**src/sv/acczt_pkg.sv**
```systemverilog
// Shared types, constants and a helper function for the accelerometer auto-zero trim block.
package acczt_pkg;

  localparam int SampleBits  = 12;
  localparam int TrimBits    = 8;
  localparam int WinBits     = 8;
  localparam int CfgIdxBits  = 3;
  localparam int CfgDataBits = SampleBits;
  localparam int NumAxes     = 3;

  localparam logic [SampleBits-1:0] SampleMax   = {SampleBits{1'b1}};
  localparam logic [SampleBits-1:0] MidReset    = SampleBits'(1 << (SampleBits - 1));
  localparam logic [TrimBits-1:0]   TrimStartRst = TrimBits'(160);
  localparam logic [TrimBits-1:0]   TrimLowRst   = '0;
  localparam logic [TrimBits-1:0]   TrimHighRst  = {TrimBits{1'b1}};
  localparam logic [SampleBits-1:0] ZeroTolRst   = SampleBits'(5);
  localparam logic [SampleBits-1:0] SpreadRst    = SampleBits'(4);
  localparam logic [WinBits-1:0]    WinLenRst    = WinBits'(40);

  typedef enum logic [1:0] {
    PhIdle   = 2'd0,
    PhTrim   = 2'd1,
    PhSettle = 2'd2,
    PhDone   = 2'd3
  } phase_e;

  typedef enum logic [CfgIdxBits-1:0] {
    CfgEnableTrim   = 3'd0,
    CfgTrimStart    = 3'd1,
    CfgTrimLow      = 3'd2,
    CfgTrimHigh     = 3'd3,
    CfgMidpoint     = 3'd4,
    CfgZeroTol      = 3'd5,
    CfgSpreadLimit  = 3'd6,
    CfgWindowLength = 3'd7
  } cfg_idx_e;

  typedef struct packed {
    logic                  enable_trim;
    logic [TrimBits-1:0]   trim_start;
    logic [TrimBits-1:0]   trim_low;
    logic [TrimBits-1:0]   trim_high;
    logic [SampleBits-1:0] midpoint;
    logic [SampleBits-1:0] zero_tolerance;
    logic [SampleBits-1:0] spread_limit;
    logic [WinBits-1:0]    window_length;
  } cfg_t;

  typedef struct packed {
    logic                  action;
    logic [SampleBits-1:0] sample_x;
    logic [SampleBits-1:0] sample_y;
    logic [SampleBits-1:0] sample_z;
  } in_item_t;

  typedef struct packed {
    logic [1:0]            status;
    logic [TrimBits-1:0]   pwm_trim_x;
    logic [TrimBits-1:0]   pwm_trim_y;
    logic [SampleBits-1:0] center_x;
    logic [SampleBits-1:0] center_y;
    logic [SampleBits-1:0] center_z;
    logic [SampleBits-1:0] zero_x;
    logic [SampleBits-1:0] zero_y;
  } out_item_t;

  typedef struct packed {
    logic                finished;
    logic [TrimBits-1:0] trim;
  } axis_res_t;

  // One trim check on one axis: finish when close enough or pinned at a limit,
  // otherwise step the trim down if the sample is below the midpoint, else up.
  function automatic axis_res_t trim_axis(input logic [SampleBits-1:0] s,
                                          input logic [TrimBits-1:0]   trim,
                                          input cfg_t                  cfg);
    logic [SampleBits-1:0] distance;
    axis_res_t             res;
    distance = (s >= cfg.midpoint) ? s - cfg.midpoint : cfg.midpoint - s;
    res.finished = 1'b0;
    res.trim     = trim;
    if (distance <= cfg.zero_tolerance) begin
      res.finished = 1'b1;
    end else if (s < cfg.midpoint) begin
      if (trim <= cfg.trim_low) begin
        res.finished = 1'b1;
      end else begin
        res.trim = trim - TrimBits'(1);
      end
    end else begin
      if (trim >= cfg.trim_high) begin
        res.finished = 1'b1;
      end else begin
        res.trim = trim + TrimBits'(1);
      end
    end
    return res;
  endfunction

endpackage

```
**src/sv/acczt_chan_if.sv**
```systemverilog
// Valid/ready channel interface carrying one item of a chosen payload type.
interface acczt_chan_if #(
  parameter type payload_t = logic
);
  logic     valid;
  logic     ready;
  payload_t payload;

  modport source (output valid, output payload, input ready);
  modport sink   (input valid, input payload, output ready);
endinterface

```
**src/sv/acczt_cfg.sv**
```systemverilog
// Configuration register file with reset values and indexed write port.
module acczt_cfg (
  input  logic                               clk_i,
  input  logic                               rst_ni,
  input  logic                               cfg_we_i,
  input  logic [acczt_pkg::CfgIdxBits-1:0]   cfg_idx_i,
  input  logic [acczt_pkg::CfgDataBits-1:0]  cfg_wdata_i,
  output acczt_pkg::cfg_t                    cfg_o
);
  import acczt_pkg::*;

  cfg_t cfg_q;
  cfg_t cfg_d;

  always_comb begin
    cfg_d = cfg_q;
    if (cfg_we_i) begin
      case (cfg_idx_e'(cfg_idx_i))
        CfgEnableTrim:   cfg_d.enable_trim    = cfg_wdata_i[0];
        CfgTrimStart:    cfg_d.trim_start     = cfg_wdata_i[TrimBits-1:0];
        CfgTrimLow:      cfg_d.trim_low       = cfg_wdata_i[TrimBits-1:0];
        CfgTrimHigh:     cfg_d.trim_high      = cfg_wdata_i[TrimBits-1:0];
        CfgMidpoint:     cfg_d.midpoint       = cfg_wdata_i[SampleBits-1:0];
        CfgZeroTol:      cfg_d.zero_tolerance = cfg_wdata_i[SampleBits-1:0];
        CfgSpreadLimit:  cfg_d.spread_limit   = cfg_wdata_i[SampleBits-1:0];
        CfgWindowLength: cfg_d.window_length  = cfg_wdata_i[WinBits-1:0];
        default: ;
      endcase
    end
  end

  always_ff @(posedge clk_i or negedge rst_ni) begin
    if (!rst_ni) begin
      cfg_q.enable_trim    <= 1'b1;
      cfg_q.trim_start     <= TrimStartRst;
      cfg_q.trim_low       <= TrimLowRst;
      cfg_q.trim_high      <= TrimHighRst;
      cfg_q.midpoint       <= MidReset;
      cfg_q.zero_tolerance <= ZeroTolRst;
      cfg_q.spread_limit   <= SpreadRst;
      cfg_q.window_length  <= WinLenRst;
    end else begin
      cfg_q <= cfg_d;
    end
  end

  assign cfg_o = cfg_q;
endmodule

```
**src/sv/acczt_core.sv**
```systemverilog
// Calibration state and the single-pass next-state logic that forms each result.
module acczt_core (
  input  logic                  clk_i,
  input  logic                  rst_ni,
  input  logic                  step_en_i,
  input  acczt_pkg::in_item_t   item_i,
  input  acczt_pkg::cfg_t       cfg_i,
  output acczt_pkg::out_item_t  result_o
);
  import acczt_pkg::*;

  phase_e                phase_q, phase_d;
  logic                  skip_q, skip_d;
  logic [TrimBits-1:0]   trim_x_q, trim_x_d, trim_y_q, trim_y_d;
  logic                  xfin_q, xfin_d, yfin_q, yfin_d;
  logic [WinBits-1:0]    wcnt_q, wcnt_d;
  logic [SampleBits-1:0] amin_q [NumAxes];
  logic [SampleBits-1:0] amin_d [NumAxes];
  logic [SampleBits-1:0] amax_q [NumAxes];
  logic [SampleBits-1:0] amax_d [NumAxes];
  logic [SampleBits-1:0] zero_x_q, zero_x_d, zero_y_q, zero_y_d;

  logic [SampleBits-1:0] smp [NumAxes];
  logic [WinBits-1:0]    win_len;
  logic [WinBits-1:0]    wcnt_inc;
  logic [SampleBits-1:0] center [NumAxes];
  logic [SampleBits:0]   csum [NumAxes];
  axis_res_t             res_x, res_y;

  assign smp[0]  = item_i.sample_x;
  assign smp[1]  = item_i.sample_y;
  assign smp[2]  = item_i.sample_z;
  assign win_len = (cfg_i.window_length == '0) ? WinBits'(1) : cfg_i.window_length;
  assign wcnt_inc = wcnt_q + WinBits'(1);
  assign res_x   = trim_axis(item_i.sample_x, trim_x_q, cfg_i);
  assign res_y   = trim_axis(item_i.sample_y, trim_y_q, cfg_i);

  always_comb begin
    phase_d  = phase_q;
    skip_d   = skip_q;
    trim_x_d = trim_x_q;
    trim_y_d = trim_y_q;
    xfin_d   = xfin_q;
    yfin_d   = yfin_q;
    wcnt_d   = wcnt_q;
    zero_x_d = zero_x_q;
    zero_y_d = zero_y_q;
    for (int i = 0; i < NumAxes; i++) begin
      amin_d[i] = amin_q[i];
      amax_d[i] = amax_q[i];
    end
    if (step_en_i) begin
      if (item_i.action) begin
        trim_x_d = cfg_i.trim_start;
        trim_y_d = cfg_i.trim_start;
        xfin_d   = 1'b0;
        yfin_d   = 1'b0;
        skip_d   = 1'b1;
        wcnt_d   = '0;
        for (int i = 0; i < NumAxes; i++) begin
          amin_d[i] = SampleMax;
          amax_d[i] = '0;
        end
        zero_x_d = cfg_i.midpoint;
        zero_y_d = cfg_i.midpoint;
        phase_d  = cfg_i.enable_trim ? PhTrim : PhSettle;
      end else begin
        case (phase_q)
          PhTrim: begin
            if (skip_q) begin
              skip_d = 1'b0;
            end else begin
              skip_d = 1'b1;
              if (!xfin_q) begin
                xfin_d   = res_x.finished;
                trim_x_d = res_x.trim;
                zero_x_d = item_i.sample_x;
              end
              if (!yfin_q) begin
                yfin_d   = res_y.finished;
                trim_y_d = res_y.trim;
                zero_y_d = item_i.sample_y;
              end
              if (xfin_d && yfin_d) begin
                wcnt_d = '0;
                for (int i = 0; i < NumAxes; i++) begin
                  amin_d[i] = SampleMax;
                  amax_d[i] = '0;
                end
                phase_d = PhSettle;
              end
            end
          end
          PhSettle: begin
            for (int i = 0; i < NumAxes; i++) begin
              amin_d[i] = (smp[i] < amin_q[i]) ? smp[i] : amin_q[i];
              amax_d[i] = (smp[i] > amax_q[i]) ? smp[i] : amax_q[i];
            end
            wcnt_d = wcnt_inc;
            if (wcnt_inc >= win_len) begin
              if ((amax_d[0] - amin_d[0] > cfg_i.spread_limit) ||
                  (amax_d[1] - amin_d[1] > cfg_i.spread_limit)) begin
                wcnt_d = '0;
                for (int i = 0; i < NumAxes; i++) begin
                  amin_d[i] = SampleMax;
                  amax_d[i] = '0;
                end
              end else begin
                phase_d  = PhDone;
                zero_x_d = item_i.sample_x;
                zero_y_d = item_i.sample_y;
              end
            end
          end
          default: ;
        endcase
      end
    end
  end

  always_comb begin
    for (int i = 0; i < NumAxes; i++) begin
      csum[i]   = {1'b0, amin_d[i]} + {1'b0, amax_d[i]};
      center[i] = (phase_d == PhDone) ? csum[i][SampleBits:1] : '0;
    end
  end

  assign result_o.status     = phase_d;
  assign result_o.pwm_trim_x = trim_x_d;
  assign result_o.pwm_trim_y = trim_y_d;
  assign result_o.center_x   = center[0];
  assign result_o.center_y   = center[1];
  assign result_o.center_z   = center[2];
  assign result_o.zero_x     = zero_x_d;
  assign result_o.zero_y     = zero_y_d;

  always_ff @(posedge clk_i or negedge rst_ni) begin
    if (!rst_ni) begin
      phase_q  <= PhIdle;
      skip_q   <= 1'b1;
      trim_x_q <= TrimStartRst;
      trim_y_q <= TrimStartRst;
      xfin_q   <= 1'b0;
      yfin_q   <= 1'b0;
      wcnt_q   <= '0;
      zero_x_q <= MidReset;
      zero_y_q <= MidReset;
      for (int i = 0; i < NumAxes; i++) begin
        amin_q[i] <= SampleMax;
        amax_q[i] <= '0;
      end
    end else begin
      phase_q  <= phase_d;
      skip_q   <= skip_d;
      trim_x_q <= trim_x_d;
      trim_y_q <= trim_y_d;
      xfin_q   <= xfin_d;
      yfin_q   <= yfin_d;
      wcnt_q   <= wcnt_d;
      zero_x_q <= zero_x_d;
      zero_y_q <= zero_y_d;
      for (int i = 0; i < NumAxes; i++) begin
        amin_q[i] <= amin_d[i];
        amax_q[i] <= amax_d[i];
      end
    end
  end
endmodule

```
**src/sv/accel_autozero_trim_settle.sv**
```systemverilog
// Top level of the accelerometer offset auto-zero trim and settling detector.
// An accepted item passes through the input register and then the result register,
// which it enters once the result register is free or being drained.
// Throughput: one item per cycle while results drain, set by the core's state update.
// Reset: control state and configuration return to their defaults; the block is idle.
module accel_autozero_trim_settle (
  input  logic                               clk_i,
  input  logic                               rst_ni,
  acczt_chan_if.sink                         in_chan,
  acczt_chan_if.source                       out_chan,
  input  logic                               cfg_we_i,
  input  logic [acczt_pkg::CfgIdxBits-1:0]   cfg_idx_i,
  input  logic [acczt_pkg::CfgDataBits-1:0]  cfg_wdata_i
);
  import acczt_pkg::*;

  // Input register. It holds one accepted item until the result register has room.
  logic      in_valid_q;
  in_item_t  in_item_q;
  // Result register. It holds one finished result until the sink takes it.
  logic      out_valid_q;
  out_item_t out_item_q;

  logic      advance;
  logic      step_en;
  cfg_t      cfg;
  out_item_t result;

  // The held item moves into the result register whenever that register is
  // empty or is being drained this cycle. The input register in turn takes a
  // new item whenever it is empty or its item moves on, so a steady stream
  // runs at one item per cycle and a stall on the result side only backs up
  // once both registers are full.
  assign advance       = !out_valid_q || out_chan.ready;
  assign step_en       = in_valid_q && advance;
  assign in_chan.ready = !in_valid_q || advance;

  acczt_cfg u_cfg (
    .clk_i       (clk_i),
    .rst_ni      (rst_ni),
    .cfg_we_i    (cfg_we_i),
    .cfg_idx_i   (cfg_idx_i),
    .cfg_wdata_i (cfg_wdata_i),
    .cfg_o       (cfg)
  );

  // The core updates the calibration state exactly once per item, at the edge
  // where that item moves into the result register, and hands over the result
  // that the updated state gives.
  acczt_core u_core (
    .clk_i     (clk_i),
    .rst_ni    (rst_ni),
    .step_en_i (step_en),
    .item_i    (in_item_q),
    .cfg_i     (cfg),
    .result_o  (result)
  );

  always_ff @(posedge clk_i or negedge rst_ni) begin
    if (!rst_ni) begin
      in_valid_q <= 1'b0;
    end else if (in_chan.ready) begin
      in_valid_q <= in_chan.valid;
    end
  end

  always_ff @(posedge clk_i) begin
    if (in_chan.ready && in_chan.valid) begin
      in_item_q <= in_chan.payload;
    end
  end

  always_ff @(posedge clk_i or negedge rst_ni) begin
    if (!rst_ni) begin
      out_valid_q <= 1'b0;
    end else if (advance) begin
      out_valid_q <= in_valid_q;
    end
  end

  always_ff @(posedge clk_i) begin
    if (step_en) begin
      out_item_q <= result;
    end
  end

  assign out_chan.valid   = out_valid_q;
  assign out_chan.payload = out_item_q;

  // An item that moves on always shows up as a result in the next cycle.
  a_step_gives_result: assert property (@(posedge clk_i) disable iff (!rst_ni)
    step_en |=> out_valid_q)
    else $error("item processed but no result registered");

  // Centers are only reported once settled.
  a_centers_only_settled: assert property (@(posedge clk_i) disable iff (!rst_ni)
    (out_valid_q && (out_item_q.status != PhDone)) |->
      (out_item_q.center_x == '0 && out_item_q.center_y == '0 &&
       out_item_q.center_z == '0))
    else $error("nonzero center reported outside settled phase");

  // Once a run has started the block never falls back to idle.
  a_no_return_idle: assert property (@(posedge clk_i) disable iff (!rst_ni)
    (out_valid_q && (out_item_q.status != PhIdle)) |=> (out_item_q.status != PhIdle))
    else $error("status returned to idle after a run started");

endmodule
```
**src/flat_wrapper.sv**
```systemverilog
// flat-port wrapper written by rule: the top's interface ports become plain ports
module accel_autozero_trim_settle_flat import acczt_pkg::*;
  (clk_i, rst_ni, cfg_we_i, cfg_idx_i, cfg_wdata_i, in_chan_valid, in_chan_payload, in_chan_ready, out_chan_valid, out_chan_payload, out_chan_ready);
  acczt_chan_if in_chan_i ();
  acczt_chan_if out_chan_i ();
  input  logic clk_i;
  input  logic rst_ni;
  input  logic cfg_we_i;
  input  logic [acczt_pkg::CfgIdxBits-1:0] cfg_idx_i;
  input  logic [acczt_pkg::CfgDataBits-1:0] cfg_wdata_i;
  input wire logic [$bits(in_chan_i.valid)-1:0] in_chan_valid;
  input wire logic [$bits(in_chan_i.payload)-1:0] in_chan_payload;
  output wire logic [$bits(in_chan_i.ready)-1:0] in_chan_ready;
  output wire logic [$bits(out_chan_i.valid)-1:0] out_chan_valid;
  output wire logic [$bits(out_chan_i.payload)-1:0] out_chan_payload;
  input wire logic [$bits(out_chan_i.ready)-1:0] out_chan_ready;
  assign in_chan_i.valid = in_chan_valid;
  assign in_chan_i.payload = in_chan_payload;
  assign in_chan_ready = in_chan_i.ready;
  assign out_chan_valid = out_chan_i.valid;
  assign out_chan_payload = out_chan_i.payload;
  assign out_chan_i.ready = out_chan_ready;
  accel_autozero_trim_settle u_core (.clk_i(clk_i), .rst_ni(rst_ni), .in_chan(in_chan_i), .out_chan(out_chan_i), .cfg_we_i(cfg_we_i), .cfg_idx_i(cfg_idx_i), .cfg_wdata_i(cfg_wdata_i));
endmodule
```
**config.mk**
```make
export PLATFORM = sky130hd
export DESIGN_NAME = accel_autozero_trim_settle_flat
export DESIGN_NICKNAME = d
export VERILOG_FILES = /design/src/sv/acczt_pkg.sv /design/src/sv/acczt_chan_if.sv /design/src/sv/acczt_cfg.sv /design/src/sv/acczt_core.sv /design/src/sv/accel_autozero_trim_settle.sv /design/src/flat_wrapper.sv
export SDC_FILE = /design/constraint.sdc
export NUM_CORES = 1
export LEC_CHECK = 0
export ABC_AREA = 1
export BUFFER_PORTS_ARGS = -buffer_cell sky130_fd_sc_hd__buf_2
export CAP_MARGIN = 10
export CORE_ASPECT_RATIO = 2
export CORE_MARGIN = 8
export CORE_UTILIZATION = 56
export DETAILED_ROUTE_END_ITERATION = 8
export PLACE_DENSITY_LB_ADDON = 0.15
export SLEW_MARGIN = 20
export SYNTH_ARGS = -nofsm -noshare
export SYNTH_HDL_FRONTEND = slang
export SYNTH_SLANG_ARGS = --single-unit
```
**constraint.sdc**
```tcl
create_clock -name clk_i -period 7.7 [get_ports clk_i]
set_input_delay 1.54 -clock clk_i [delete_from_list [all_inputs] [get_ports clk_i]]
set_output_delay 1.54 -clock clk_i [all_outputs]
set_load 0.005 [all_outputs]
```
# Yosys cells after proc, flatten, opt, wreduce, memory -nomap -nowiden
# Cells that the tools add are included.
[classes]
addsub = 8
n_eq_ne = 18
n_reduce_logical = 23
magnitude_cmp = 16
n_mux = 60
bitwise_logic = 4
[ops]
columns = ["op", "count"]
rows = [
  ["36-bit 2-to-1 mux", 8],
  ["12-bit 2-to-1 mux", 12],
  ["36-bit one-hot mux with 2 select lines", 2],
  ["8-bit 2-to-1 mux", 9],
  ["1-bit by 12-bit < comparator with 1-bit output, first input constant", 3],
  ["8-bit by 1-bit adder with 8-bit output, second input constant", 3],
  ["8-bit >= comparator", 3],
  ["1-bit by 12-bit greater-than comparator with 1-bit output, first input constant", 2],
  ["12-bit greater-than comparator", 2],
  ["12-bit one-hot mux with 2 select lines", 1],
  ["12-bit subtractor", 2],
  ["1-bit 2-to-1 mux", 20],
  ["9-bit 2-to-1 mux", 2],
  ["8-bit <= comparator", 2],
  ["2-bit != test, second input constant", 8],
  ["8-bit one-hot mux with 2 select lines", 1],
  ["8-bit by 1-bit subtractor with 8-bit output, second input constant", 2],
  ["2-bit AND reduction", 7],
  ["7-bit AND reduction", 2],
  ["3-bit equality test, second input constant", 4],
  ["1-bit by 12-bit >= comparator with 1-bit output, first input constant", 1],
  ["1-bit by 12-bit greater-than comparator with 1-bit output", 1],
  ["12-bit <= comparator", 1],
  ["1-bit by 12-bit < comparator with 1-bit output", 1],
  ["other kinds (16)", 30],
]
[totals]
regBits = 177
output_inout_bits = 3
elab_cells = 153
in_bits = 21

# Logic depth before layout (Yosys ltp)
# Gate-level depths: netlist of the first run.
[logic_depth]
depth_word = 12
depth_mapped = 24
depth_no_buf = 22

# Modules after synthesis
# Synthesis of the first run repeated with hierarchy kept, for this count alone.
[unflattened]
cells_unflattened = 3002
area_unflattened_um2 = 20419.6
[by_module_without_submodules]
columns = ["mod", "area_per_inst_um2", "cells_each", "seq_area_each_um2", "instances"]
rows = [
  ["acczt_core", 17516.8, 2674, 3181.8, 1],
  ["acczt_cfg", 2743.9, 313, 1747.9, 1],
  ["accel_autozero_trim_settle", 158.9, 15, 110.1, 1],
]

# Least setup slack after synthesis of the first run
# OpenSTA, ideal clock, no wires.
[synth_path]
path_kind = "reg2reg"
start = "register u_core.u_core.amax_q[14] (netlist name)"
end = "register u_core.u_core.wcnt_q[0]"
period_less_slack_ns = 3.253
setup_time_ns = 0.083
n_path_buf = 1
stages_incl_launch_ff = 22
setup_slack_ns = 4.447
required_ns = 7.617
arrival_ns = 3.170
cell_sequence = "dfrtp_1 > clkbuf_1 > ha_1 > nand2_1 > o21ai_0 > a21oi_1 > o21ai_0 > nand2_1 > nand2_1 > a21oi_1 > xor2_1 > inv_1 > ha_1 > nand4_1 > nor3_1 > nand4_1 > nand2_1 > nand2_1 > nand2_1 > nand2_1 > or2_2 > o21ai_0"
[synth_between]
elab_chain_len = 8
[synth_lines]
columns = ["item", "line_no", "rtl"]
rows = [
  ["start: declaration", "acczt_core.sv:19", "logic [SampleBits-1:0] amax_q [NumAxes];"],
  ["start signal: indexed assignment", "acczt_core.sv:164", "amax_q[i] <= amax_d[i];"],
  ["1-bit by 12-bit greater-than comparator with 1-bit output", "acczt_core.sv:97", "amax_d[i] = (smp[i] > amax_q[i]) ? smp[i] : amax_q[i];"],
  ["12-bit 2-to-1 mux *", "acczt_core.sv:97", ""],
  ["12-bit subtractor *", "acczt_core.sv:102", "(amax_d[1] - amin_d[1] > cfg_i.spread_limit)) begin"],
  ["12-bit greater-than comparator *", "acczt_core.sv:102", ""],
  ["1-bit logical OR *", "acczt_core.sv:101", "if ((amax_d[0] - amin_d[0] > cfg_i.spread_limit) ||"],
  ["8-bit 2-to-1 mux *", "acczt_core.sv:101", ""],
  ["8-bit 2-to-1 mux *", "acczt_core.sv:100", "if (wcnt_inc >= win_len) begin"],
  ["8-bit one-hot mux with 2 select lines *", "acczt_core.sv:68", "case (phase_q)"],
  ["end signal: assignment", "acczt_core.sv:159", "wcnt_q <= wcnt_d;"],
  ["end: declaration", "acczt_core.sv:16", "logic [WinBits-1:0] wcnt_q, wcnt_d;"],
]
# Mark *: on every way between the ends. The rest lies on a longest branch, timed or not.
# A chain may end at the register's enable or synchronous reset.

# Worst setup path after layout of the first run
[layout_path]
start = "register u_core.u_core.amax_q[14] (netlist name)"
end = "register u_core.u_core.amax_q[25] (netlist name)"
[layout_between]
elab_chain_len = 8
[layout_lines]
columns = ["item", "line_no"]
rows = [
  ["1-bit by 12-bit greater-than comparator with 1-bit output", "acczt_core.sv:97"],
  ["12-bit 2-to-1 mux *", "acczt_core.sv:97"],
  ["12-bit subtractor *", "acczt_core.sv:102"],
  ["12-bit greater-than comparator *", "acczt_core.sv:102"],
  ["1-bit logical OR *", "acczt_core.sv:101"],
  ["36-bit 2-to-1 mux *", "acczt_core.sv:101"],
  ["36-bit 2-to-1 mux *", "acczt_core.sv:100"],
  ["36-bit one-hot mux with 2 select lines *", "acczt_core.sv:68"],
]
# Marked as above.

==> results of run 1 <==
-- path summary, 6_finish.rpt --
check	to	startpoint	slack [ns]
hold reg to reg	u_core.u_cfg.cfg_o[26]$_DFFE_PN0P_	u_core.u_cfg.cfg_o[26]$_DFFE_PN0P_	0.48
min in group asynchronous	u_core.u_core.trim_x_q[4]$_DFFE_PN0P_	rst_ni	1.15
setup / recovery	u_core.u_core.amax_q[25]$_DFFE_PN0P_	u_core.u_core.amax_q[14]$_DFFE_PN0P_	3.36
hold / removal	u_core.u_cfg.cfg_o[26]$_DFFE_PN0P_	u_core.u_cfg.cfg_o[26]$_DFFE_PN0P_	0.48
max in group asynchronous	u_core.u_core.amax_q[19]$_DFFE_PN0P_	rst_ni	5.30
setup reg to reg	u_core.u_core.amax_q[25]$_DFFE_PN0P_	u_core.u_core.amax_q[14]$_DFFE_PN0P_	3.36
-- area by class of cell --
cell class | count | area [µm²]
clock buffers | 20 | 456.7
flip-flops and latches | 117 | 2957
fillers | 1366 | 5271
well taps | 192 | 240.2
repair buffers | 24 | 127.6
clock inverters | 12 | 177.7
multi-input cells | 721 | 4417
inverters | 167 | 626.9
-- power groups by stage --
stage	Clock (mW)	Sequential (mW)	Combinational (mW)
finish	0.850	0.756	0.512
global route	0.887	0.765	0.606
CTS	0.860	0.755	0.521
detailed placement	0	0.763	0.515
global placement	0	0.761	0.500
floorplan	0	0.748	0.400
-- state kept, by name, indices dropped and copies added, names as in the netlist --
signal / count
u_core.u_cfg.cfg_o: 60
u_core.u_core.amax_q: 24
u_core.u_core.trim_x_q: 8
u_core.u_core.trim_y_q: 8
u_core.u_core.wcnt_q: 8
u_core.u_core.phase_q: 2
u_core.in_valid_q: 1
u_core.out_chan.payload: 1
u_core.out_chan.valid: 1
u_core.u_core.skip_q: 1
u_core.u_core.xfin_q: 1
u_core.u_core.yfin_q: 1
u_core.u_core.zero_y_q: 1
-- critical path: cells and delay by family (launching register included) --
| kind | cells | cell delay, ns |
|---|---|---|
| and+or+nand+nor | 13 | 1.42 |
| AOI/OAI and AO/OA | 4 | 1.22 |
| adders and majority gates | 2 | 0.64 |
| buffers and inverters | 2 | 0.39 |
| DFF | 1 | 0.38 |
| xor gates and xnor gates | 1 | 0.14 |
-- cells by family (layout without fill, tap and decap cells) --
group	after synthesis	after routing
DFF	117	117
other	2	24
buffers and inverters	203	223
AOI/OAI and AO/OA	184	184
and+or+nand+nor	353	353
adders and majority gates	118	118
xor gates and xnor gates	42	42
-- routing by layer --
| layer | global-route usage | vias to the layer above | share of wire |
|---|---|---|---|
| li1 | - | 3293 | - |
| met1 | 0.1895 | 2944 | 0.35 |
| met2 | 0.4279 | 87 | 0.58 |
| met3 | 0.02623 | 34 | 0.027 |
| met4 | 0.1141 | 0 | 0.041 |
| met5 | 0 | - | 0 |
-- metrics by stage --
| stage | cell area (µm²) | utilization | cells | hold WS, ns |
|---|---|---|---|---|
| after floorplan | 8159 | - | 1041 | 0.4530 |
| after global placement | 8368 | 0.5863 | 1221 | 0.4669 |
| after detailed placement | 8368 | 0.5863 | 1221 | 0.4734 |
| after CTS | 9002 | 0.6307 | 1253 | 0.4859 |
| after global routing | 9002 | 0.6307 | 1253 | 0.4935 |
| final | 9002 | 0.6307 | 1253 | 0.4821 |
-- cells in the final DEF (no fill, tap or decap), drive strengths merged, types with 5 or more instances in the layout --
cell	netlist	routed
ha	114	114
nand2	235	235
dfrtp	97	97
nand3	21	21
clkinv	1	5
o21a	5	5
conb	2	24
xor2	25	25
nor3	7	7
dfstp	19	19
inv	166	166
nand4	12	12
nor2	72	72
clkbuf	32	20
xnor2	17	17
o21ai	99	99
a21oi	63	63
buf	4	24
==> qor.txt, run 1 <==
CP max FO -> 24
Initial antenna violation count -> 0
Worst Max-Slew Pin Slew -> 0.7912 ns
Peak supply drop -> 0.0001825 V
Num CTS Buffers -> 17
RePlAce Congestion -> 0.8507
Post-synth cell types -> 43
Die H -> 185.8 µm
CP cell instances -> ha_1, nand2_1, o21ai_0, a21oi_1, o21ai_0, nand2_1, nand2_1, a21oi_1, xor2_1, inv_1, ha_1, nand4_1, nor3_1, nand2_1, nand3_1, nand2_1, nand2_1, nand2_1, nand2_1, nand3_4, inv_2, nor2_1
Total Wirelength -> 18.23 mm
Port Buffer Count -> 22
Starting Density -> 0.5658
Ys async rst share -> 0.9915
Worst-Skew Late Latency -> 0.42 ns
CTS H-Tree Depth -> 4
Max_cap viols -> 0
DRT iter0 DRCs -> 227
Syn Area/Cell -> 7.926 µm²
Clock-pin slew on the worst setup and hold paths -> 0.06 ns
Tmin final -> 4.342 ns
Ant diodes -> 0
First drt pass iteration count -> 5
Post-synthesis adder-cell area fraction -> 0.1865
Die area -> 18750 µm²
First-pass GRT wire length -> 30.04 mm
Vias per cell -> 5.074
Reg2reg path depth -> 22
Startpoint types -> register
Hold crit path type -> reg2reg
Power Dens Cells -> 235.2 nW/µm²
Post-synth EDFFs -> 1
Setup slack after layout -> 3.358 ns
Post-CTS Setup Bufs -> 0
Maximum number of pins on one net before global-route repair -> 64
Hpwl dp -> 14.15 mm
Post-synthesis compound-gate area fraction -> 0.1216
Outcome -> completed
Crit path kind -> reg2reg
Part of the power in the clock network -> 0.402
Place WS -> 3.336 ns
Most frequent CP cell -> nand2_1
Max incr delay on CP -> 0.55 ns
Syn Inst Count -> 1019
Final hold viol count -> 0
Final setup TNS -> 0 ns
Critical Path RT -> 7.98 ns
Max_slew headroom -> 0.4725
Mux cell area share after synthesis -> 0
Most numerous cell in the Yosys netlist -> nand2_1
GRT Util Overall -> 0.2104
Vias in the first global route -> 6414
# setup viols final -> 0
Worst Hold Depth -> 2
CTS sink cnt -> 117
Max Clk Rate -> 230.3 MHz
Synth-to-layout area growth -> 11.46%
Total power -> 2.117 mW
Combinational Power Share -> 0.242
Combinational family with the most area after synthesis -> adder cells
Ports -> 24
CP endpoint kind -> register
Crit path DAT -> 4.63 ns
LEAKAGE -> 4.803 nW
Resize count post-CTS -> 0
Flops & latches, synth -> 117
Max Root-Sink Buffers -> 2
# rows -> 62
Synth top cells by count -> 232 x nand2_1, 162 x inv_1, 114 x ha_1
Routed length per instance -> 14.55 µm
Fin crit share -> 0.5639
Residual DRC -> 0
Hold bufs inserted after CTS -> 0
Post-synthesis simple-gate area fraction -> 0.1820
Vias -> 6358
Synth area leader -> dfrtp_1
Post-synth top area share -> 0.3005
Nets -> 1187
Top_reg_cell synth -> dfrtp_1
Die width -> 100.9 µm
Slowest cell on crit path -> o21ai_0
NetSw -> 0.6693 mW
Post-Synth XOR/XNOR Area -> 0.04555
Internal -> 1.448 mW
Unrepaired setup endpoints after global routing -> no
Clk_skew -> 0.01336 ns
Reg power frac -> 0.357
Switching part of the total -> 0.3161
Area contributors post-synth -> dfrtp_1 30%, ha_1 18%, nand2_1 11%
Synthesized area -> 8076 µm²
Grt ovf -> 0
CTS tree -> done
Warnings from Yosys -> 0
Layout cells sized above 1 -> 0.08483
CORE AREA -> 14270 µm²
Sequential fraction of the synthesis area -> 0.3661
Max-slew violations -> 0
Post-DRT Antenna Nets -> 0
Clock root buffer -> clkbuf_16
Power figures use the tool's default switching activity.
==> run 2: changes to the inputs <==
clock period = 4.3 ns   (was 7.7 ns; I/O delays follow)
==> qor.txt, run 2 (synthesis gave the netlist of run 1 again) <==
Outcome -> completed
Port Buffer Count -> 22 (unchanged)
Num CTS Buffers -> 17 (unchanged)
Dpl cell area -> 8396 µm² (+0.33%)
Peak supply drop -> 0.0003137 V (+72%)
Post-CTS Setup Bufs -> 0 (unchanged)
Worst Max-Slew Pin Slew -> 0.7224 ns (-0.06886 ns)
Final hold viol count -> 0 (unchanged)
Ant diodes -> 0 (unchanged)
Critical Path RT -> 4.59 ns (-3.39 ns)
Most frequent cells in the layout -> 232 x nand2_1, 162 x inv_1, 114 x ha_1, 97 x dfrtp_1, 91 x o21ai_0
Clock-pin slew on the worst setup and hold paths -> 0.05 ns (about the same)
Vias in the first global route -> 6539 (+1.9%)
Multi-input logic area -> 4417 µm² (unchanged)
Residual DRC -> 0 (unchanged)
Clock root buffer -> clkbuf_16
Vias -> 6443 (+1.3%)
Hold bufs inserted after CTS -> 0 (unchanged)
Max_slew headroom -> 0.5143 (+0.04179)
Commonest non-fill, non-tap cell in the layout -> nand2_1
Startpoint types -> register
CP max FO -> 24 (unchanged)
Unrepaired setup endpoints after global routing -> no
Crit path kind -> reg2reg
Final setup TNS -> 0 ns (unchanged)
Clk_skew -> 0.008609 ns (-0.004747 ns)
Post-DRT Antenna Nets -> 0 (unchanged)
Layout cells sized above 1 -> 0.08467 (-0.0001596)
Grt ovf -> 0 (unchanged)
Worst-Skew Late Latency -> 0.42 ns (about the same)
# rows -> 62 (unchanged)
Power Dens Cells -> 423.9 nW/µm² (+80%)
Total Wirelength -> 18.22 mm (about the same)
GRT Util Overall -> 0.2127 (+0.002280)
DRT iter0 DRCs -> 293 (+29%)
First-pass GRT wire length -> 30.15 mm (+0.39%)
CTS tree -> done
# fillers -> 1295 (-5.2%)
Hpwl dp -> 14.15 mm (about the same)
Maximum number of pins on one net before global-route repair -> 70 (+9.4%)
Hold crit path type -> in2async
Crit path DAT -> 4.11 ns (-0.52 ns)
Die area -> 18750 µm² (unchanged)
Initial antenna violation count -> 0 (unchanged)
Number of flip-flops in the largest register -> 60 (unchanged)
CTS sink cnt -> 117 (unchanged)
Fin crit share -> 0.8894 (+0.3255)
# setup viols final -> 0 (unchanged)
Starting Density -> 0.5658 (unchanged)
CTS H-Tree Depth -> 4 (unchanged)
Die H -> 185.8 µm (unchanged)
Tmin final -> 3.824 ns (-0.5175 ns)
RePlAce Congestion -> 0.8862 (+4.2%)
Seq. cell area -> 2957 µm² (unchanged)
Ports -> 24 (unchanged)
Routed length per instance -> 14.52 µm (-0.22%)
CP endpoint kind -> register
Max Root-Sink Buffers -> 2 (unchanged)
Total power -> 3.834 mW (+81%)
Design area -> 9044 µm² (+0.46%)
Die width -> 100.9 µm (unchanged)
Nets -> 1189 (+0.17%)
CORE AREA -> 14270 µm² (unchanged)
Max_cap viols -> 0 (unchanged)
Resize count post-CTS -> 0 (unchanged)
LEAKAGE -> 4.838 nW (+0.72%)
First drt pass iteration count -> 4 (-1)
Max Clk Rate -> 261.5 MHz (+14%)
Vias per cell -> 5.134 (+1.2%)
Max-slew violations -> 0 (unchanged)
Synth-to-layout area growth -> 11.98%
## run 2: changes by cell type in the layout (fill, tap and decap cells not counted), sizes merged
cell,change
clkbuf,+5
buf,+2
clkinv,-1
clkinvlp,-4
## run 2: cell type report
type,count,share of cell area
timing repair buffer,26,0.01716
clock inverter,7,0.01577
clock buffer,25,0.05589
multi-input combinational,721,0.4884
tap,192,0.02656
inverter,167,0.06931
sequential,117,0.3269
## run 2: per-layer routing
layer  GRT usage  vias to the layer above  part of all wire
met5           0                        -                 0
met4      0.1670                        0             0.067
met3     0.03147                       65             0.023
met2      0.4098                      106              0.55
met1      0.1883                     2982              0.36
li1            -                     3290                 -
## run 2: worst paths after layout
path	start	endpoint	slack (ns)	cells past startpoint
setup / recovery	u_core.u_core.amax_q[14]$_DFFE_PN0P_	u_core.u_core.amax_q[35]$_DFFE_PN0P_	0.48	20
hold / removal	rst_ni	u_core.u_core.trim_x_q[2]$_DFFE_PN0P_	0.46	1
setup reg to reg	u_core.u_core.amax_q[14]$_DFFE_PN0P_	u_core.u_core.amax_q[35]$_DFFE_PN0P_	0.48	20
hold reg to reg	u_core.u_cfg.cfg_o[57]$_DFFE_PN0P_	u_core.u_cfg.cfg_o[57]$_DFFE_PN0P_	0.49	2
max in group asynchronous	rst_ni	u_core.u_core.trim_y_q[5]$_DFFE_PN1P_	3.00	2
min in group clk_i	u_core.u_cfg.cfg_o[57]$_DFFE_PN0P_	u_core.u_cfg.cfg_o[57]$_DFFE_PN0P_	0.49	2
## run 2: per-stage QoR
stage            util  std cells  hold WS [ns]  setup WS [ns]
2_1_floorplan       -       1041        0.4530          1.047
3_3_place_gp   0.5882       1223        0.4669         0.4895
3_5_place_dp   0.5882       1223        0.4732         0.3932
4_1_cts        0.6336       1255        0.4703         0.4147
5_1_grt        0.6336       1255        0.4936        0.05559
6_report       0.6336       1255        0.4562         0.4755
## run 2: power by group
part | switching (mW) | internal [mW] | leakage [nW] | total [mW]
registers | 0.100 | 1.25 | 1.48 | 1.36
clock network | 0.506 | 1.05 | 0.318 | 1.55
logic | 0.583 | 0.342 | 3.04 | 0.924
total | 1.19 | 2.65 | 4.84 | 3.83
## run 2: worst max-delay path, stage by stage (launching register included)
cell and delay [ns]:
dfrtp_1 0.38, ha_1 0.35, inv_1 0.07, nor3_1 0.18, a21oi_1 0.15, o21ai_0 0.38
a21oi_1 0.15, o21bai_1 0.18, xor2_1 0.09, ha_1 0.31, nand4_1 0.15, nor3_1 0.33
nand2_1 0.09, nand3_1 0.08, nand2_1 0.07, nand2_1 0.06, nand2_1 0.05, nand2_1 0.13
nand3_4 0.08, inv_2 0.33, nor2_1 0.09
==> run 3: changes to the inputs <==
CORE_UTILIZATION = 49   (was 56)
MAX_ROUTING_LAYER = met4   (was not set)
SYNTH_HIERARCHICAL = 1   (was not set)
==> qor.txt, run 3 <==
Outcome -> complete, but fails checks
Failing checks -> negative setup slack
LEAKAGE -> 9.954 nW (+110%)
Number of flip-flops in the largest register -> 69 (+15%)
Clk_skew -> 0.009871 ns (+0.001262 ns)
CP endpoint kind -> register
RePlAce Congestion -> 0.9671 (+9.1%)
Reg-to-Reg Start -> u_core/u_core/amin_q[19]$_DFF_PN1_
CTS sink cnt -> 150 (+28%)
Die area -> 35730 µm² (+91%)
Starting Density -> 0.4940 (-0.07187)
Power Dens Cells -> 767.8 nW/µm² (+81%)
Max layer used -> met4
Synthesized area -> 14520 µm² (+80%)
Crit path DAT -> 5.33 ns (+1.22 ns)
Hold crit path type -> in2async
Peak supply drop -> 0.0005916 V (+89%)
Placed cell count -> 2770 (+130%)
# setup viols final -> 60 (+60)
Syn Area/Cell -> 7.029 µm² (-11%)
Ports -> 24 (unchanged)
Ant diodes -> 0 (unchanged)
Commonest non-fill, non-tap cell in the layout -> nand2_1
Die width -> 137.7 µm (+36%)
Port Buffer Count -> 22 (unchanged)
Switching part of the total -> 0.4834 (+0.1733)
Max incr delay on CP -> 0.53 ns (+0.15 ns)
Clock root buffer -> clkbuf_16
Max Root-Sink Buffers -> 2 (unchanged)
Maximum number of pins on one net before global-route repair -> 73 (+4.3%)
CP max FO -> 6 (-75%)
Routed wl met2 -> 27.61 mm (+170%)
Final cell count without fillers -> 2834 (+130%)
Met3 wire length -> 1.271 mm (+210%)
Hpwl dp -> 38.21 mm (+170%)
Internal -> 7.660 mW (+190%)
NetSw -> 7.169 mW (+500%)
Synth-to-layout area growth -> 33.00%
First-pass GRT wire length -> 77.49 mm (+160%)
GRT Util Overall -> 0.2902 (+0.07745)
Worst-Skew Late Latency -> 0.46 ns (+0.04 ns)
RR Endpoint -> u_core/u_core/amax_q[20]$_DFF_PN0_
Final hold viol count -> 0 (unchanged)
Syn Inst Count -> 2066 (+100%)
Crit path kind -> reg2reg
Slowest cell on crit path -> dfstp_2
Initial antenna violation count -> 0 (unchanged)
Unrepaired setup endpoints after global routing -> yes
CP bufs+invs -> 5 (+3)
Layout cells sized above 1 -> 0.2502 (+0.1655)
Die H -> 259.5 µm (+40%)
Clock-pin slew on the worst setup and hold paths -> 0.07 ns (+0.02 ns)
Total Wirelength -> 49.68 mm (+170%)
CTS H-Tree Depth -> 4 (unchanged)
Tmin final -> 5.016 ns (+1.191 ns)
Critical path's top delay family -> compound AO/OA/AOI/OAI gates
CORE AREA -> 29400 µm² (+110%)
Vias in the first global route -> 15350 (+130%)
# rows -> 89 (+44%)
Vias per cell -> 5.294 (+3.1%)
Routed length per instance -> 17.53 µm (+21%)
M1 WL -> 17.53 mm (+170%)
Fin util -> 0.6570 (+0.02337)
Part of the power in the clock network -> 0.108 (-0.297)
Max_slew headroom -> 0.3429 (-0.1714)
Max-slew violations -> 0 (unchanged)
Nets -> 2693 (+130%)
Setup slack after layout -> -0.7156 ns (-1.191 ns)
Reg2reg path depth -> 34 (+70%)
Most frequent cells in the layout -> 529 x nand2_1, 291 x buf_4, 281 x inv_1, 192 x ha_1, 130 x a21oi_1
Critical Path RT -> 4.61 ns (+0.02 ns)
Post-DRT Antenna Nets -> 0 (unchanged)
Reg power frac -> 0.150 (-0.203)
DRT iter0 DRCs -> 657 (+120%)
CP Depth -> 34 (+70%)
First drt pass iteration count -> 5 (+1)
Worst Max-Slew Pin Slew -> 0.9846 ns (+0.2623 ns)
Max_cap viols -> 0 (unchanged)
Fin crit share -> 1.166 (+0.2770)
Combinational Power Share -> 0.742 (+0.501)
Vias -> 15000 (+130%)
Residual DRC -> 0 (unchanged)
Grt ovf -> 0 (unchanged)
Warnings from Yosys -> 6 (+6)
Max Clk Rate -> 199.4 MHz (-24%)
Num CTS Buffers -> 17 (unchanged)
Startpoint types -> register
Flop2flop setup slack -> -0.72 ns (-1.19 ns)
CTS tree -> done
## run 3: per-stage QoR
stage | TNS (ns) | worst slack [ns] | power (mW) | cell area [µm²] | hold slack (ns)
final | -35.86 | -0.7156 | 14.83 | 19310 | 0.4246
after detailed placement | -47.40 | -0.8322 | 11.37 | 17550 | 0.4515
after CTS | -36.56 | -0.6828 | 13.83 | 18570 | 0.4509
after global placement | -43.05 | -0.7577 | 11.14 | 17550 | 0.4503
after floorplan | -24.43 | -0.5755 | 7.885 | 15250 | 0.4419
after global routing | -59.56 | -1.085 | 15.99 | 19310 | 0.4657
## run 3: layout make-up
| type | instances | area [µm²] |
|---|---|---|
| Fill cell | 2617 | 10080 |
| Tap cell | 364 | 455.4 |
| Clock inverter | 15 | 182.7 |
| Clock buffer | 17 | 425.4 |
| Timing Repair Buffer | 334 | 2658 |
| Sequential cell | 150 | 3816 |
| Inverter | 304 | 1169 |
| Multi-Input combinational cell | 1650 | 10610 |
## run 3: how the worst max path moves through the flow
stage | startpoint | endpoint | slack [ns]
after floorplan | u_core/u_core/amin_q[35]$_DFF_PN1_ | u_core/u_core/amax_q[14]$_DFF_PN0_ | -0.58
after global placement | u_core/u_core/amax_q[25]$_DFF_PN0_ | u_core/out_chan.payload$_DFFE_PP_ | -0.76
after detailed placement | u_core/u_core/amax_q[25]$_DFF_PN0_ | u_core/out_chan.payload$_DFFE_PP_ | -0.83
after CTS | u_core/u_core/amin_q[25]$_DFF_PN1_ | u_core/u_core/amax_q[35]$_DFF_PN0_ | -0.68
after global routing | u_core/u_core/amin_q[27]$_DFF_PN1_ | u_core/out_chan.payload$_DFFE_PP_ | -1.09
final | u_core/u_core/amin_q[19]$_DFF_PN1_ | u_core/u_core/amax_q[20]$_DFF_PN0_ | -0.72
## run 3: what timing repair did
action	in CTS	in global routing
buffers inserted	9	21
setup endpoints to repair	76	76
hold buffers	0	0
gates resized for setup	79	129
pin swaps	34	76
gates cloned	2	2
## run 3: worst reg2reg max path, delay by kind of cell (launching register included)
kind | cells | cell delay [ns]
and+or+nand+nor | 13 | 1.11
adders and majority gates | 4 | 1.12
xor gates and xnor gates | 1 | 0.13
DFF | 1 | 0.53
AOI/OAI and AO/OA | 11 | 1.59
buffers and inverters | 5 | 0.39
## run 3: power groups by stage
| stage | clock network [mW] | logic, mW | registers, mW |
|---|---|---|---|
| detailed placement | 0 | 9.13 | 2.24 |
| finish | 1.60 | 11.0 | 2.23 |
| floorplan | 0 | 5.73 | 2.16 |
| CTS | 1.64 | 9.96 | 2.22 |
| global route | 1.68 | 12.0 | 2.28 |
| global placement | 0 | 8.91 | 2.23 |
## run 3: per-layer routing
layer	track usage	vias up
met1	0.2713	7075
met2	0.5423	335
met4	0.1822	0
li1	-	7452
met5	-	-
met3	0.02984	141
